File: config.mk
export PLATFORM = sky130hd
export DESIGN_NAME = krt_cell
export DESIGN_NICKNAME = d
export VERILOG_FILES = /design/src/hdl/keyed_registry_table_macros.svh /design/src/hdl/krt_pkg.sv /design/src/hdl/krt_cell.sv
export SDC_FILE = /design/constraint.sdc
export NUM_CORES = 1
export LEC_CHECK = 0
export ABC_AREA = 1
export BUFFER_PORTS_ARGS = -buffer_cell sky130_fd_sc_hd__buf_2
export CORE_MARGIN = 1.5
export CORE_UTILIZATION = 45
export CTS_CLUSTER_DIAMETER = 100
export DETAILED_ROUTE_END_ITERATION = 12
export GPL_ROUTABILITY_DRIVEN = 0
export PLACE_DENSITY_LB_ADDON = 0.1
export SETUP_SLACK_MARGIN = 0.02
export SLEW_MARGIN = 20
export SYNTH_ARGS = -nofsm -noshare
export SYNTH_HDL_FRONTEND = slang
export SYNTH_SLANG_ARGS = --single-unit
File: constraint.sdc
create_clock -name clk -period 4.75 [get_ports clk]
set_input_delay 0.95 -clock clk [delete_from_list [all_inputs] [get_ports clk]]
set_output_delay 0.95 -clock clk [all_outputs]
set_load 0.005 [all_outputs]
File: src/hdl/keyed_registry_table_macros.svh
// assertion helpers used by keyed_registry_table.sv
// both macros use the clk and rst of the module they stand in
`ifndef KEYED_REGISTRY_TABLE_MACROS_SVH
`define KEYED_REGISTRY_TABLE_MACROS_SVH

`ifndef ASSERT_OFF

`define KRT_ASSERT_IMPLY(label, cond, prop) \
  label: assert property (@(posedge clk) disable iff (rst) (cond) |-> (prop)) \
    else $error("keyed registry table check failed");

`define KRT_ASSERT_NEXT(label, cond, prop) \
  label: assert property (@(posedge clk) disable iff (rst) (cond) |=> (prop)) \
    else $error("keyed registry table check failed");

`else

`define KRT_ASSERT_IMPLY(label, cond, prop)

`define KRT_ASSERT_NEXT(label, cond, prop)

`endif

`endif

File: src/hdl/krt_pkg.sv
package krt_pkg;

  localparam int KEY_W    = 32;
  localparam int TYPE_W   = 8;
  localparam int SIZE_W   = 31;
  localparam int HANDLE_W = 64;
  localparam int SLOT_W   = 6;
  localparam int STATUS_W = 2;

  localparam logic [STATUS_W-1:0] ST_OK        = 2'd0;
  localparam logic [STATUS_W-1:0] ST_NOT_FOUND = 2'd1;
  localparam logic [STATUS_W-1:0] ST_DUPLICATE = 2'd2;
  localparam logic [STATUS_W-1:0] ST_FULL      = 2'd3;

  localparam logic REQ_LOOKUP   = 1'b0;
  localparam logic REQ_REGISTER = 1'b1;

  // request word walking down the chain of cells
  typedef struct packed {
    logic                valid;
    logic                req_type;
    logic [KEY_W-1:0]    key;
    logic [TYPE_W-1:0]   etype;
    logic [SIZE_W-1:0]   esize;
    logic [HANDLE_W-1:0] ehandle;
    logic                hit;
    logic                stored;
    logic [SLOT_W-1:0]   slot;
  } word_t;

endpackage

File: src/hdl/krt_cell.sv
module krt_cell #(
  parameter int INDEX = 0
) (
  input  logic          clk,
  input  logic          rst,
  input  logic          adv,
  input  krt_pkg::word_t word_in,
  output krt_pkg::word_t word_out,
  output logic          entry_valid
);
  import krt_pkg::*;

  logic [KEY_W-1:0]    key;
  logic [TYPE_W-1:0]   etype;
  logic [SIZE_W-1:0]   esize;
  logic [HANDLE_W-1:0] ehandle;
  logic                hit_now;
  logic                store_now;
  word_t               word_next;

  assign hit_now = word_in.valid && !word_in.hit && entry_valid && (key == word_in.key);

  // entries fill in order, so the first empty cell is the next free slot
  assign store_now = word_in.valid && (word_in.req_type == REQ_REGISTER) &&
                     !word_in.hit && !word_in.stored && !entry_valid;

  always_comb begin
    word_next = word_in;
    if (hit_now) begin
      word_next.hit     = 1'b1;
      word_next.slot    = SLOT_W'(INDEX);
      word_next.etype   = etype;
      word_next.esize   = esize;
      word_next.ehandle = ehandle;
    end else if (store_now) begin
      word_next.stored = 1'b1;
      word_next.slot   = SLOT_W'(INDEX);
    end
  end

  always_ff @(posedge clk) begin
    if (rst) begin
      entry_valid    <= 1'b0;
      word_out.valid <= 1'b0;
    end else if (adv) begin
      word_out.valid <= word_next.valid;
      if (store_now) begin
        entry_valid <= 1'b1;
      end
    end
    if (adv) begin
      word_out.req_type <= word_next.req_type;
      word_out.key      <= word_next.key;
      word_out.etype    <= word_next.etype;
      word_out.esize    <= word_next.esize;
      word_out.ehandle  <= word_next.ehandle;
      word_out.hit      <= word_next.hit;
      word_out.stored   <= word_next.stored;
      word_out.slot     <= word_next.slot;
      if (store_now) begin
        key     <= word_in.key;
        etype   <= word_in.etype;
        esize   <= word_in.esize;
        ehandle <= word_in.ehandle;
      end
    end
  end

endmodule

Word level (Yosys, flattened, before mapping)
Index checks and enable logic that the tools add are counted.
Widths: inputs -> output; s select.

cells by class
  multipliers = 0
  reduce and logical (&&, ||, !) cells = 12
  $lt $le $gt $ge = 0
  eq/ne operators = 1
  shift-type cells = 0
  multiplexer cells = 3
  bitwise logic cells = 0
  div/mod/pow operators = 0
  add/subtract/negate cells = 0

operators with widths
  operator           number
  $mux 104           1
  $eq 32x32->1       1
  $logic_and 1x1->1  7
  $mux 7             1
  $logic_not 1->1    3
  $reduce_and 2->1   1
  $reduce_or 2->1    1
  $mux 1             1

word-level totals
  memory bits (read-only) = 0
  bits in registers = 281
  word-level logic and storage cells = 30
  bits in latches = 0
  RAM bits = 0
  memories = 0

Longest topological paths before layout
  word-level depth = 6
  mapped depth = 12
  gate-level depth less buffers = 10

Worst setup path before layout
No wires, ideal clock.

  kind = input-to-reg
  from = input word_in[7] in the netlist's numbering
  to = register ehandle[0], enable pin
  path slack = 0.328 ns
  library setup time = 0.488 ns
  data required time = 4.262 ns
  stages on the path = 6
  arrival time = 3.934 ns
  path through = inv_2 nand2_1 nor2_1 and3_1 nand2_1 inv_1

on the way
  longest elaborated chain between the ends = 5

RTL lines
  element                         line            text
  start, declared                 krt_cell.sv:7   input krt_pkg::word_t word_in,
  $logic_not 1->1                 krt_cell.sv:25  !word_in.hit && !word_in.stored && !entry_valid;
  $logic_and 1x1->1               krt_cell.sv:24  assign store_now = word_in.valid && (word_in.req_type == REQ_REGISTER) &&
  $logic_and 1x1->1 (2 in a row)  krt_cell.sv:25
  $reduce_and 2->1 (no line)      --
  end signal, assigned            krt_cell.sv:64  ehandle <= word_in.ehandle;
  end, declared                   krt_cell.sv:16  logic [HANDLE_W-1:0] ehandle;

No other way between the ends.
A chain may end at the register's enable or synchronous reset.

==> impl_metrics.csv <==
group,metric,value,unit
global_route,grt_use_met1,0.261,
global_route,grtUsageMet2,0.311,
pwr,power_frac_seq,0.536,
synthesis,synth_flop_cell,"edfxtp_1",
synthesis,synth_most_common_cell,"edfxtp_1",
cts,clk_pin_slew,0.06,ns
cts,cts_htree_levels,1,
cts,post-cts-setup-buffers,0,
global_route,grt_max_degree,104,
global_route,met3_usage,0.0484,
drt,wl_per_cell,17.3,um
pwr,combPwrFrac,0.059,
drt,drt_drc_violations_left,0,
synthesis,synth_cell_types,23,
global_route,grt_pass1_wl,37500,um
placed_design,placed_area,12600,sq um
synthesis,ys_warn_count,0,
drt,detailroute.via_count,7121,
pwr,p_int,4.27,mW
cts,cts_max_path_buffers,3,
global_route,grt_busiest_layer,"met2",
worst_setup_path,arrival,3.27,ns
drt,dr.first_iter.drc_count,607,
sta,relSlewSlack,0.372,
sta,drv_slew,0,
final_layout,drive_above_1_share,0.314,
sta,fmax,348,MHz
floorplan,die_y,158,um
worst_setup_path,crit_slowest_cell,"buf_4",
global_route,grt_antenna_before_repair,4,
worst_setup_path,cp.required,5.14,ns
worst_setup_path,r2r_slack,2.06,ns
sta,finClkSkew,0.00918,ns
worst_setup_path,critPathKind,"in2reg",
placed_design,port_buffers,293,
worst_setup_path,reg2reg_to,"word_out[104]",
drt,drtPass1Iterations,5,
floorplan,dieArea,25100,sq um
final_layout,final_area,13500,sq um
pwr,ir_worst_vdd,242,uV
min_path,hold_path_depth,2,
global_route,first_global_vias,6987,
sta,period_minus_slack,2.88,ns
min_path,holdPathEnd,"entry_valid",
cts,root_buffer,"clkbuf_16",
cts,clock_sinks,281,
worst_setup_path,r2r_start,"key[28]",
floorplan,start_util,0.461,
floorplan,fp.dieW,158,um
worst_setup_path,crit_top_cell,"nand2_1",
flow_run,maxCapViolations,0,
pwr,pwr_density_cell,398,nW/um^2
synthesis,ys_ff_latch,281,
min_path,hold_class,"reg2reg",
sta,setup_violations,0,
pwr,leakage,5.58,nW
sta,hold_viol,0,
cts,cts_hold_buf,0,
synthesis,synth_area_per_cell,13.6,sq um
cts,worstSkewPairLatency,0.54,ns
cts,cts_resized,0,
drt,finalWirelength,24800,um
worst_setup_path,crit_path_start_kind,"input port",
pwr,swShare,0.206,
drt,ant_nets,0,
final_layout,nets,1236,
pwr,clkPwrFrac,0.405,
synthesis,synth_nets,947,
sta,fin_crit_sh,0.605,
worst_setup_path,crit_chain,"buf_2 > inv_2 > nand2_1 > nor2_1 > nand2_1 > nor2_1 > nand2_1 > nor2_4 > buf_4 > buf_4 > nand4_1 > nand2_1",
synthesis,async_flop_share,0,
synthesis,syn_inst,799,
cts,cts_buffers,29,
synthesis,yosysSeqAreaShare,0.774,
sta,rsz0062_at_grt,"no",
synthesis,ys_top_cells_by_area,"edfxtp_1, nand2_1, nand4_1, xnor2_1, nor2_1",
pwr,power_switching,1.11,mW
drt,avgViaCountPerCell,4.98,
synthesis,synth_top_area_frac,0.770,
synthesis,synth-edff-count,279,
sta,tns,0,ns
sta,tightest_slew,0.941,ns
synthesis,ys_top_cells_by_count,"edfxtp_1, nand2_1, nand4_1, nor2_1, inv_1",
worst_setup_path,path_max_fanout,64,
floorplan,core_area,23600,sq um
synthesis,synth_top_area_cell,"edfxtp_1",
worst_setup_path,rr_worst_depth,9,
status,status,"completed",
final_layout,syn_to_final_growth,24.3,%
cts,cts_tree,"done",
worst_setup_path,critPathMaxStageDelay,0.61,ns
floorplan,num_rows,56,
min_path,min_from,"entry_valid",
global_route,overflow,0,
floorplan,num_io_pins,294,
global_route,grt_use_total,0.193,
synthesis,mappedNetlistArea,10900,sq um
worst_setup_path,end_kind,"flip-flop",
placed_design,detailed_place_hpwl,15400,um
-- worst max-delay path: cells and delay by family --
| family | cells | cell delay, ns |
|---|---|---|
| and+or+nand+nor | 8 | 0.96 |
| buffers and inverters | 4 | 1.26 |
-- logic make-up after synthesis --
family,Yosys count,synth area share
flops,281,0.774
simple gates,412,0.169
xor+xnor,25,0.0201
mux,1,0.000920
compound gates,5,0.00230
buf+inv,75,0.0338
-- per-layer routing --
metal,wire (um),share of wire
met4,491,0.020
met3,2160,0.087
met5,26,0.0010
met1,10700,0.43
met2,11400,0.46
-- area by class of cell --
| cell class | count | area [sq um] |
|---|---|---|
| fill | 2034 | 10100 |
| sequential | 281 | 8420 |
| multi-input combinational | 443 | 2120 |
| timing repair buffer | 302 | 1550 |
| clock buffer | 35 | 748 |
| tap | 319 | 399 |
| clock inverter | 18 | 158 |
| inverter | 31 | 121 |
| antenna | 2 | 5.00 |
-- flip-flops by register name, summed over array words and instances (netlist names) --
signal / count
word_out: 145
ehandle: 64
key: 32
esize: 31
etype: 8
entry_valid: 1
-- metrics by stage --
stage                     instances  setup slack [ns]  power (mW)   util  hold slack [ns]
after floorplan                 799             0.328        3.02      -            0.474
final                          1431              1.87        5.38  0.573            0.493
after CTS                      1429              1.97        5.44  0.572            0.495
after detailed placement       1376              1.42        3.26  0.533            0.481
after global placement         1376              1.45        3.25  0.533            0.474
after global routing           1430              1.72        5.57  0.572            0.525
-- how the worst max path moves through the flow --
stage	startpoint	end	slack (ns)
final	word_in[7]	word_out[104]	1.87
after global routing	word_in[7]	word_out[100]	1.72
after CTS	word_in[7]	word_out[104]	1.97
after detailed placement	word_in[7]	word_out[104]	1.42
after global placement	word_in[7]	word_out[85]	1.45
after floorplan	word_in[7]	ehandle[0]	0.33
-- cells in the final DEF, fill, tap and decap left out --
| cell | instances |
|---|---|
| buf_4 | 6 |
| xnor2_1 | 19 |
| nand3_4 | 1 |
| nor2_4 | 3 |
| clkbuf_1 | 6 |
| nand3_1 | 6 |
| nor2_1 | 34 |
| clkinvlp_4 | 1 |
| and2_1 | 2 |
| o21ai_1 | 2 |
| bufinv_16 | 3 |
| dfxtp_1 | 2 |
| xor2_1 | 6 |
| and3_1 | 1 |
| edfxtp_1 | 279 |
| inv_1 | 29 |
| diode_2 | 2 |
| a21oi_1 | 2 |
| mux2i_1 | 1 |
| buf_6 | 4 |
| clkinv_1 | 8 |
| clkbuf_16 | 29 |
| o21ai_0 | 1 |
| nand4_1 | 105 |
| clkinv_2 | 6 |
| buf_2 | 292 |
| nor3_1 | 1 |
| inv_6 | 1 |
| nand2_1 | 258 |
| or2_2 | 1 |
| inv_2 | 1 |
-- power by group through the flow --
stage | combinational (mW) | clock [mW] | sequential (mW)
after floorplan | 0.0722 | 0 | 2.95
after global placement | 0.317 | 0 | 2.94
after detailed placement | 0.321 | 0 | 2.94
after CTS | 0.322 | 2.23 | 2.89
after global routing | 0.357 | 2.32 | 2.90
final | 0.317 | 2.18 | 2.88
Power figures use the tool's default switching activity.
